## config.mk

```make
export PLATFORM = sky130hd
export DESIGN_NAME = ipv4_receive_header_filter
export DESIGN_NICKNAME = d
export VERILOG_FILES = /design/src/hw/rtl/ipv4rx_pkg.sv /design/src/hw/rtl/ipv4_receive_header_filter.sv /design/src/hw/rtl/ipv4rx_verdict.sv
export VERILOG_INCLUDE_DIRS = /design/src /design/src/hw/rtl
export SDC_FILE = /design/constraint.sdc
export NUM_CORES = 1
export LEC_CHECK = 0
export BUFFER_PORTS_ARGS = -buffer_cell sky130_fd_sc_hd__clkbuf_2
export CAP_MARGIN = 10
export CORE_ASPECT_RATIO = 1.4
export CORE_MARGIN = 1
export CORE_UTILIZATION = 51
export CTS_CLUSTER_DIAMETER = 60
export DETAILED_ROUTE_END_ITERATION = 8
export MAX_ROUTING_LAYER = met4
export PLACE_DENSITY = 0.69
export SETUP_SLACK_MARGIN = 0.15
export SYNTH_ARGS = -nofsm -noshare
export SYNTH_HDL_FRONTEND = slang
export SYNTH_SLANG_ARGS = --single-unit
```

## constraint.sdc

```tcl
create_clock -name clk_i -period 15.95 [get_ports clk_i]
set_clock_uncertainty 0.2 [all_clocks]
set_input_delay 3.19 -clock clk_i [delete_from_list [all_inputs] [get_ports clk_i]]
set_output_delay 3.19 -clock clk_i [all_outputs]
set_load 0.005 [all_outputs]
```

## src/hw/rtl/assert_macros.svh

```systemverilog
// ----------------------------------------------------------------------------
// assert_macros.svh
// Shared assertion macros for the IPv4 receive header filter.
// ----------------------------------------------------------------------------
`ifndef ASSERT_MACROS_SVH
`define ASSERT_MACROS_SVH

// Clocked property, disabled while reset is asserted
`define ASSERT_CLK(label, prop, msg) \
  label: assert property (@(posedge clk_i) disable iff (!rst_ni) (prop)) else $error(msg);

// Condition that must never be seen at a clock edge
`define ASSERT_NEVER(label, cond, msg) \
  `ASSERT_CLK(label, !(cond), msg)

`endif

```

## src/hw/rtl/ipv4rx_pkg.sv

```systemverilog
// ----------------------------------------------------------------------------
// ipv4rx_pkg
// Types and constants for the IPv4 receive header filter.
// ----------------------------------------------------------------------------
`timescale 1ns / 1ps

package ipv4rx_pkg;

  // Header geometry
  localparam int HeaderBytes = 20;
  localparam int IdxW        = $clog2(HeaderBytes + 1);

  localparam logic [IdxW-1:0] IdxVersion  = IdxW'(0);
  localparam logic [IdxW-1:0] IdxFragHi   = IdxW'(6);
  localparam logic [IdxW-1:0] IdxFragLo   = IdxW'(7);
  localparam logic [IdxW-1:0] IdxTtl      = IdxW'(8);
  localparam logic [IdxW-1:0] IdxProto    = IdxW'(9);
  localparam logic [IdxW-1:0] IdxCsumHi   = IdxW'(10);
  localparam logic [IdxW-1:0] IdxCsumLo   = IdxW'(11);
  localparam logic [IdxW-1:0] IdxDestBase = IdxW'(16);
  localparam logic [IdxW-1:0] IdxLast     = IdxW'(HeaderBytes - 1);
  localparam logic [IdxW-1:0] IdxIdle     = IdxW'(HeaderBytes);

  localparam logic [7:0] VersionIhl   = 8'h45;
  localparam logic [7:0] FragHiMask   = 8'h3F;
  localparam logic [7:0] ProtoIcmp    = 8'd1;
  localparam logic [7:0] ProtoUdp     = 8'd17;
  localparam logic [3:0] MulticastTop = 4'hE;

  // Check flag bit positions
  localparam int FlagVersion = 0;
  localparam int FlagFrag    = 1;
  localparam int FlagTtl     = 2;

  // Configuration register indexes
  typedef enum logic [1:0] {
    CFG_LOCAL_ADDR  = 2'd0,
    CFG_SUBNET_MASK = 2'd1,
    CFG_HANDLER     = 2'd2
  } cfg_idx_e;

  typedef enum logic [2:0] {
    DROP_NONE     = 3'd0,
    DROP_VERSION  = 3'd1,
    DROP_FRAGMENT = 3'd2,
    DROP_TTL      = 3'd3,
    DROP_ADDRESS  = 3'd4,
    DROP_CHECKSUM = 3'd5
  } drop_reason_e;

  typedef enum logic [1:0] {
    ROUTE_ICMP       = 2'd0,
    ROUTE_UDP        = 2'd1,
    ROUTE_HANDLER    = 2'd2,
    ROUTE_NO_HANDLER = 2'd3
  } route_e;

  // Collected header state handed to the verdict logic
  typedef struct packed {
    logic [2:0]  flags;
    logic [31:0] dest;
    logic [16:0] sum;
    logic [15:0] stored_csum;
    logic [7:0]  protocol;
  } hdr_status_t;

  typedef struct packed {
    logic [7:0]   protocol;
    route_e       route;
    drop_reason_e reason;
    logic         accepted;
  } verdict_t;

endpackage

```

## src/hw/rtl/ipv4_receive_header_filter.sv

```systemverilog
// ----------------------------------------------------------------------------
// ipv4_receive_header_filter
// Byte-wide IPv4 header checker giving one verdict per 20-byte header.
// ----------------------------------------------------------------------------
// The block takes one header byte per cycle on the slave stream, with tuser
// marking the first byte of a packet, and after the twentieth byte sends one
// verdict transaction: pass flag, drop reason, protocol route and protocol.
// Each byte passes an input register and then a result register; the
// verdict is formed from the last byte in the input register and held in
// the result register. A new byte is taken every cycle while the master
// side takes verdicts; the result register is the only point of backpressure.
// Bytes outside a header (no start mark after a verdict or after reset) are
// dropped silently, and a start mark in mid-header abandons that header
// without a verdict. The user must write configuration through the plain
// write port only while idle; the block itself does not enforce this.
`timescale 1ns / 1ps

`include "assert_macros.svh"

module ipv4_receive_header_filter
  import ipv4rx_pkg::*;
(
  input  logic        clk_i,
  input  logic        rst_ni,
  // configuration write port
  input  logic        cfg_we_i,
  input  logic [1:0]  cfg_index_i,
  input  logic [31:0] cfg_data_i,
  // header byte stream
  input  logic        s_axis_tvalid,
  output logic        s_axis_tready,
  input  logic [7:0]  s_axis_tdata,   // [7:0] header_byte
  input  logic        s_axis_tuser,   // [0] start_of_packet
  // verdict stream
  output logic        m_axis_tvalid,
  input  logic        m_axis_tready,
  output logic [15:0] m_axis_tdata    // [0] accepted, [3:1] drop_reason,
                                      // [5:4] route, [13:6] protocol, [15:14] 0
);

  // Configuration registers
  logic [31:0] local_addr_q;
  logic [31:0] subnet_mask_q;
  logic        handler_q;

  always_ff @(posedge clk_i or negedge rst_ni) begin
    if (!rst_ni) begin
      local_addr_q  <= 32'h0000_0000;
      subnet_mask_q <= 32'hFFFF_FF00;
      handler_q     <= 1'b0;
    end else if (cfg_we_i) begin
      case (cfg_idx_e'(cfg_index_i))
        CFG_LOCAL_ADDR:  local_addr_q  <= cfg_data_i;
        CFG_SUBNET_MASK: subnet_mask_q <= cfg_data_i;
        CFG_HANDLER:     handler_q     <= cfg_data_i[0];
        default: ;
      endcase
    end
  end

  // Pipeline flow control
  logic in_valid_q;
  logic [7:0] byte_q;
  logic sop_q;
  logic out_valid_q;
  verdict_t out_q;
  logic advance;
  logic step;
  logic in_stall;

  assign advance       = !out_valid_q || m_axis_tready;
  assign s_axis_tready = !in_valid_q || advance;
  assign step          = in_valid_q && advance;
  assign in_stall      = in_valid_q && !advance;

  // Input register
  always_ff @(posedge clk_i or negedge rst_ni) begin
    if (!rst_ni) begin
      in_valid_q <= 1'b0;
    end else if (s_axis_tready) begin
      in_valid_q <= s_axis_tvalid;
    end
  end

  always_ff @(posedge clk_i) begin
    if (s_axis_tready) begin
      byte_q <= s_axis_tdata;
      sop_q  <= s_axis_tuser;
    end
  end

  // Header state
  logic [IdxW-1:0] idx_q, idx_d, idx_cur;
  logic [16:0] sum_q, sum_d, sum_cur;
  logic [7:0]  high_q, high_d, high_cur;
  logic [15:0] csum_q, csum_d, csum_cur;
  logic [31:0] dest_q, dest_d, dest_cur;
  logic [2:0]  flags_q, flags_d, flags_cur;
  logic [7:0]  proto_q, proto_d, proto_cur;
  logic        active;
  logic        last_byte;
  logic [15:0] word;
  logic [17:0] sum_wide;
  hdr_status_t status;
  verdict_t    verdict;

  // A start mark restarts the header from cleared state
  always_comb begin
    if (sop_q) begin
      idx_cur   = '0;
      sum_cur   = '0;
      high_cur  = '0;
      csum_cur  = '0;
      dest_cur  = '0;
      flags_cur = '0;
      proto_cur = '0;
    end else begin
      idx_cur   = idx_q;
      sum_cur   = sum_q;
      high_cur  = high_q;
      csum_cur  = csum_q;
      dest_cur  = dest_q;
      flags_cur = flags_q;
      proto_cur = proto_q;
    end
  end

  assign active    = sop_q || (idx_q < IdxIdle);
  assign last_byte = step && active && (idx_cur == IdxLast);

  // Per-byte field capture and checksum fold
  always_comb begin
    idx_d   = idx_cur + IdxW'(1);
    high_d  = high_cur;
    csum_d  = csum_cur;
    dest_d  = dest_cur;
    flags_d = flags_cur;
    proto_d = proto_cur;
    sum_d   = sum_cur;
    word    = '0;
    sum_wide = '0;

    if ((idx_cur == IdxVersion) && (byte_q != VersionIhl)) begin
      flags_d[FlagVersion] = 1'b1;
    end
    if ((idx_cur == IdxFragHi) && ((byte_q & FragHiMask) != 8'h00)) begin
      flags_d[FlagFrag] = 1'b1;
    end
    if ((idx_cur == IdxFragLo) && (byte_q != 8'h00)) begin
      flags_d[FlagFrag] = 1'b1;
    end
    if ((idx_cur == IdxTtl) && (byte_q == 8'h00)) begin
      flags_d[FlagTtl] = 1'b1;
    end
    if (idx_cur == IdxProto) begin
      proto_d = byte_q;
    end
    if (idx_cur == IdxCsumHi) begin
      csum_d = {byte_q, 8'h00};
    end
    if (idx_cur == IdxCsumLo) begin
      csum_d = {csum_cur[15:8], byte_q};
    end
    if (idx_cur >= IdxDestBase) begin
      dest_d = {dest_cur[23:0], byte_q};
    end

    // Even bytes are held, odd bytes complete a 16-bit word
    if (!idx_cur[0]) begin
      high_d = byte_q;
    end else begin
      word     = (idx_cur == IdxCsumLo) ? 16'h0000 : {high_cur, byte_q};
      sum_wide = {1'b0, sum_cur} + {2'b00, word};
      sum_d    = {1'b0, sum_wide[15:0]} + {15'b0, sum_wide[17:16]};
    end
  end

  always_ff @(posedge clk_i or negedge rst_ni) begin
    if (!rst_ni) begin
      idx_q   <= IdxIdle;
      sum_q   <= '0;
      high_q  <= '0;
      csum_q  <= '0;
      dest_q  <= '0;
      flags_q <= '0;
      proto_q <= '0;
    end else if (step && active) begin
      idx_q   <= idx_d;
      sum_q   <= sum_d;
      high_q  <= high_d;
      csum_q  <= csum_d;
      dest_q  <= dest_d;
      flags_q <= flags_d;
      proto_q <= proto_d;
    end
  end

  // Verdict from the state as it stands after the last byte
  always_comb begin
    status.flags       = flags_d;
    status.dest        = dest_d;
    status.sum         = sum_d;
    status.stored_csum = csum_d;
    status.protocol    = proto_d;
  end

  ipv4rx_verdict u_verdict (
    .local_addr_i  (local_addr_q),
    .subnet_mask_i (subnet_mask_q),
    .handler_i     (handler_q),
    .status_i      (status),
    .verdict_o     (verdict)
  );

  // Result register
  always_ff @(posedge clk_i or negedge rst_ni) begin
    if (!rst_ni) begin
      out_valid_q <= 1'b0;
    end else if (advance) begin
      out_valid_q <= last_byte;
    end
  end

  always_ff @(posedge clk_i) begin
    if (last_byte) begin
      out_q <= verdict;
    end
  end

  assign m_axis_tvalid = out_valid_q;
  assign m_axis_tdata  = {2'b00, out_q};

  // Assertions
  `ASSERT_NEVER(a_idx_range, idx_q > IdxIdle, "byte index beyond header end")
  `ASSERT_NEVER(a_sum_folded, sum_q[16], "checksum accumulator left unfolded")
  `ASSERT_CLK(a_in_hold, in_stall |=> in_valid_q && $stable({byte_q, sop_q}), "input byte lost")
  `ASSERT_NEVER(a_drop_route, out_valid_q && !out_q.accepted && |out_q.route, "drop with route")

endmodule

```

## src/hw/rtl/ipv4rx_verdict.sv

```systemverilog
// ----------------------------------------------------------------------------
// ipv4rx_verdict
// Destination, checksum and priority checks giving the header verdict.
// ----------------------------------------------------------------------------
`timescale 1ns / 1ps

module ipv4rx_verdict
  import ipv4rx_pkg::*;
(
  input  logic        [31:0] local_addr_i,
  input  logic        [31:0] subnet_mask_i,
  input  logic               handler_i,
  input  hdr_status_t        status_i,
  output verdict_t           verdict_o
);

  logic dest_ok;
  logic csum_ok;

  // Own address, limited or directed broadcast, or multicast
  always_comb begin
    dest_ok = (status_i.dest == local_addr_i)
           || (status_i.dest == '1)
           || ((subnet_mask_i != '1) && ((status_i.dest | subnet_mask_i) == '1))
           || (status_i.dest[31:28] == MulticastTop);
  end

  assign csum_ok = (~status_i.sum[15:0]) == status_i.stored_csum;

  // First failing check wins, route only for passed headers
  always_comb begin
    verdict_o.protocol = status_i.protocol;
    verdict_o.route    = ROUTE_ICMP;
    if (status_i.flags[FlagVersion]) begin
      verdict_o.reason = DROP_VERSION;
    end else if (status_i.flags[FlagFrag]) begin
      verdict_o.reason = DROP_FRAGMENT;
    end else if (status_i.flags[FlagTtl]) begin
      verdict_o.reason = DROP_TTL;
    end else if (!dest_ok) begin
      verdict_o.reason = DROP_ADDRESS;
    end else if (!csum_ok) begin
      verdict_o.reason = DROP_CHECKSUM;
    end else begin
      verdict_o.reason = DROP_NONE;
    end
    verdict_o.accepted = (verdict_o.reason == DROP_NONE);
    if (verdict_o.accepted) begin
      if (status_i.protocol == ProtoIcmp) begin
        verdict_o.route = ROUTE_ICMP;
      end else if (status_i.protocol == ProtoUdp) begin
        verdict_o.route = ROUTE_UDP;
      end else if (handler_i) begin
        verdict_o.route = ROUTE_HANDLER;
      end else begin
        verdict_o.route = ROUTE_NO_HANDLER;
      end
    end
  end

endmodule
```

Word-level counts from Yosys, hierarchy flattened. Index checks and enable logic that the tools add are counted.

Bits in registers: 179. Bits of input ports: 48. Output and inout port bits: 18. Logic and storage cells: 97.

$add $sub $neg: 3. $lt $le $gt $ge: 2. Eq/ne operators: 18. Muxes and demuxes: 25. Bitwise operators: 3. Reductions and logical operators: 27.

Operators with widths (number): $eq A32 B32 Y1 const B (2); $mux W16 (4); $mux W32 (2); $mux W17 (2); $eq A32 B32 Y1 (1); $mux W8 (4); $ne A32 B32 Y1 const B (1); $or A32 B32 Y32 (1); $eq A5 B4 Y1 const B (4); $add A17 B16 Y18 (1); $mux W3 (6); $add A16 B2 Y17 (1); $eq A16 B16 Y1 (1); $not A16 Y16 (1); $reduce_bool A8 Y1 (2); $eq A5 B3 Y1 const B (2); $eq A8 B1 Y1 const B (1); $eq A8 B5 Y1 const B (1); $logic_and A1 B1 Y1 (8); $logic_not A8 Y1 (1); $ne A8 B7 Y1 const B (1); $logic_or A1 B1 Y1 (6); $mux W1 (6); $reduce_and A2 Y1 (3); 15 further kinds (16).

Longest topological paths before layout.
Word-level depth: 16. Depth in mapped cells: 36. Mapped depth without buffers: 29.

Hierarchy. From an unflattened synthesis, not the netlist that was laid out.

Cell total of the unflattened synthesis: 1044. Area, all modules: 10094.7 µm².

Modules (own cells, without submodules): ipv4_receive_header_filter (instances 1, cells each 910, area each 9131.3 µm²); ipv4rx_verdict (instances 1, cells each 134, area each 963.4 µm²).

Worst setup path before layout. Ideal clock, no wire load.

Path kind: flip-flop to flip-flop. Start point: register sop_q. End point: register out_q, in the netlist m_axis_tdata[3], data pin. Setup time: 0.254 ns. Arrival: 8.017 ns. Data required time: 15.496 ns. Slack: 7.479 ns. Stages on the path, launching flop included: 36. Buffers on the path: 8. Clock period less this slack: 8.471 ns. Cells stage by stage: edfxtp_1 -> clkbuf_1 -> clkbuf_1 -> buf_1 -> clkbuf_1 -> clkbuf_1 -> buf_1 -> nor2b_1 -> ha_1 -> nor2b_1 -> and2_4 -> buf_6 -> nor2_1 -> and2_1 -> ha_1 -> clkbuf_1 -> a21o_1 -> a221o_1 -> a21oi_1 -> o31a_1 -> a21oi_1 -> a21o_1 -> a21oi_1 -> xnor2_1 -> ha_1 -> inv_1 -> fa_1 -> mux2i_1 -> xnor2_1 -> o21ai_1 -> or4_1 -> or4_1 -> nand4bb_1 -> or4b_1 -> nand4bb_4 -> nor2b_1.

RTL lines: start: declaration (line ipv4_receive_header_filter.sv:64) `logic sop_q;`; start signal: assignment (line ipv4_receive_header_filter.sv:88) `sop_q <= s_axis_tuser;`; end signal: assignment (line ipv4_receive_header_filter.sv:226) `out_q <= verdict;`; end: declaration (line ipv4_receive_header_filter.sv:66) `verdict_t out_q;`.

==> flow_metrics.env <==
export IMPL_clock_power_share=0.328
export IMPL_cts_resized=0
export IMPL_finalPower_uw=1200
export IMPL_yosys_top_cells_count="nand2_1, dfrtp_1, nor2_1"
export IMPL_crit_arrival_ns=8.18
export IMPL_boundaryPins=66
export IMPL_fp_coreArea_sq_um=20600
export IMPL_hold_class="reg -> reg"
export IMPL_powerDensity_nw_per_um2=101
export IMPL_postSynthCellCount=1136
export IMPL_synthArstFlopShare=0.872
export IMPL_drt_first_iter_violations=784
export IMPL_tightest_slew_ns=1.10
export IMPL_drt_wl_total_mm=31.3
export IMPL_p_int_uw=837
export IMPL_max_freq_mhz=122
export IMPL_fin_tns_setup_ns=0
export IMPL_cap_violations=0
export IMPL_hpwl_mm=22.9
export IMPL_viasPerCell=6.20
export IMPL_crit_type="reg -> reg"
export IMPL_numCtsBuffers=17
export IMPL_drive_above_1_share=0.193
export IMPL_endpoint_kind="flop"
export IMPL_antenna_left=0
export IMPL_dieWidth_microns=125
export IMPL_timing_slew_headroom=0.259
export IMPL_path_clk_slew_ns=0.07
export IMPL_status="complete, no violations"
export IMPL_grt_use_total=0.306
export IMPL_grt_pass1_vias=8908
export IMPL_ir_worst_vdd_mv=0.0935
export IMPL_rsz0062_at_grt="no"
export IMPL_htree_levels=4
export IMPL_fin_crit_sh=0.513
export IMPL_power_share_switching=0.301
export IMPL_layout_min_cycle_time_ns=8.19
export IMPL_fp_dieArea_sq_um=21800
export IMPL_die_y_microns=174
export IMPL_insertion_delay_ns=0.45
export IMPL_grt_remaining_overflow=0
export IMPL_drt_pass1_iterations=5
export IMPL_rows=62
export IMPL_yosys_area_top_type="dfrtp_1"
export IMPL_vias=8907
export IMPL_antenna_cells=0
export IMPL_synth_edff_count=23
export IMPL_slowest_delay_ns=0.60
export IMPL_post_cts_buffers=0
export IMPL_place_congestion=0.987
export IMPL_fin_ws_ns=7.76
export IMPL_fill_cells=1877
export IMPL_grt_pass1_wl_mm=48.9
export IMPL_grt_max_degree=101
export IMPL_cts_sinks=179
export IMPL_leakage_uw=0.00492
export IMPL_place_ws_ns=7.98
export IMPL_power_frac_seq=0.472
export IMPL_synthTopCellsByArea="dfrtp_1, mux2_2, edfxtp_1"
export IMPL_worst_path_max_delay_cell="nor2b_1"
export IMPL_cts_tree="built"
export IMPL_wl_per_cell_microns=21.8
export IMPL_clock_path_buffers=2
export IMPL_nets=1239
export IMPL_hold_buffers=0
export IMPL_synth_most_common_cell="nand2_1"
export IMPL_finalHoldViolCount=0
export IMPL_crit_fanout=11
export IMPL_drc=0
export IMPL_ys_ff_latch=179
export IMPL_synth_warnings=0
export IMPL_maxSlewViolCount=0
export IMPL_p_switching_uw=360
export IMPL_root_buffer="clkbuf_16"
export IMPL_io_buffers=63
export IMPL_start_util=0.525
export IMPL_worstPathRequired_ns=15.95
export IMPL_synth_top_area_share=0.300
export IMPL_area_delta_synth_final_pct=9.61
export IMPL_synth_area_sq_um=10800
export IMPL_combPwrFrac=0.200
export IMPL_synth_avg_cell_area_sq_um=9.54
export IMPL_synth_flop_cell="dfrtp_1"
export IMPL_fin_util=0.575
export IMPL_synth_cell_types=77
export IMPL_synth_seq_area_share=0.427
export IMPL_critPathLaunchType="flop"
export IMPL_setup_viol=0
export IMPL_antenna_found_initial=0
==> layer usage <==
layer | vias up | global-route usage | share of wire | wire length [microns]
met5 | - | - | 0 | 0
met4 | 0 | 0.238 | 0.078 | 2430
met3 | 131 | 0.0391 | 0.042 | 1310
met2 | 329 | 0.531 | 0.52 | 16100
met1 | 4316 | 0.312 | 0.36 | 11400
li1 | 4131 | - | - | -
==> layout by cell type (no fill, tap or decap), drive strengths merged, types with 11 or more instances in the layout <==
cell type,n
ha,22
mux2i,41
a21oi,48
nand2,167
edfxtp,23
buf,12
nand3,19
clkbuf,87
mux2,80
a22oi,16
dfrtp,130
a22o,17
xor2,11
nor2,81
nor4,11
inv,31
dfstp,26
xnor2,58
nand4,29
o21ai,49
and2,17
o22ai,16
nor2b,36
==> state kept, by name, indices dropped and copies added (netlist names) <==
signal	flops
idx_q	5
sop_q	1
handler_q	1
sum_q	17
subnet_mask_q	32
high_q	8
csum_q	16
byte_q	8
dest_q	32
in_valid_q	1
local_addr_q	32
proto_q	8
flags_q	3
m_axis_tdata	14
m_axis_tvalid	1
==> worst paths after layout <==
check | start | end | slack [ns] | depth (start not counted)
min in group asynchronous | rst_ni | local_addr_q[15]$_DFFE_PN0P_ | 2.65 | 1
worst min register to register | proto_q[3]$_DFFE_PN0P_ | proto_q[3]$_DFFE_PN0P_ | 0.27 | 2
max in group asynchronous | rst_ni | sum_q[1]$_DFFE_PN0P_ | 11.58 | 2
worst max-delay path | sop_q$_DFFE_PP_ | m_axis_tdata[3]$_DFFE_PP_ | 7.76 | 28
worst max register to register | sop_q$_DFFE_PP_ | m_axis_tdata[3]$_DFFE_PP_ | 7.76 | 28
worst min-delay path | proto_q[3]$_DFFE_PN0P_ | proto_q[3]$_DFFE_PN0P_ | 0.27 | 2
==> through the flow <==
step	instance area (sq um)	cells	hold WS, ns
after global routing	11900	1436	0.289
after floorplan	10800	1137	0.238
after CTS	11900	1436	0.271
after detailed placement	11300	1404	0.255
after global placement	11300	1404	0.256
final	11900	1436	0.267
==> cells by family (layout without fill, tap and decap cells) <==
kind of cell    Yosys count  count (layout)  synth area share
flops                   179             179             0.427
compound gates          223             223             0.138
xor+xnor                 69              69            0.0558
simple gates            426             426             0.195
fa+ha+maj                24              24            0.0291
mux                     121             121             0.121
buf+inv                  93             136            0.0338
other cells               1               2          0.000346
==> critical path, delay by kind of cell (launching register included) <==
family	cells	cell delay, ns
adder cells (fa/ha/maj)	4	1.37
AND/OR/NAND/NOR	12	3.48
XOR/XNOR	2	0.54
buffers and inverters	1	0.05
flip-flops	1	0.38
AO/OA/AOI/OAI	9	1.87
==> final cells by class <==
type,instances,area [sq um],share of cell area
clock buffers,25,495,0.0417
clock inverters,7,48.8,0.00411
inverters,30,113,0.00948
multi-input cells,865,5870,0.494
flip-flops and latches,179,4630,0.390
well taps,256,320,0.0270
repair buffers,74,404,0.0340
==> power by group through the flow <==
stage / combinational (uW) / sequential (uW) / clock [uW]
CTS: 238 / 564 / 397
global placement: 235 / 571 / 0
global route: 260 / 569 / 417
finish: 240 / 566 / 392
detailed placement: 236 / 573 / 0
floorplan: 177 / 548 / 0
Note: power is estimated with default switching activity, not from simulation.
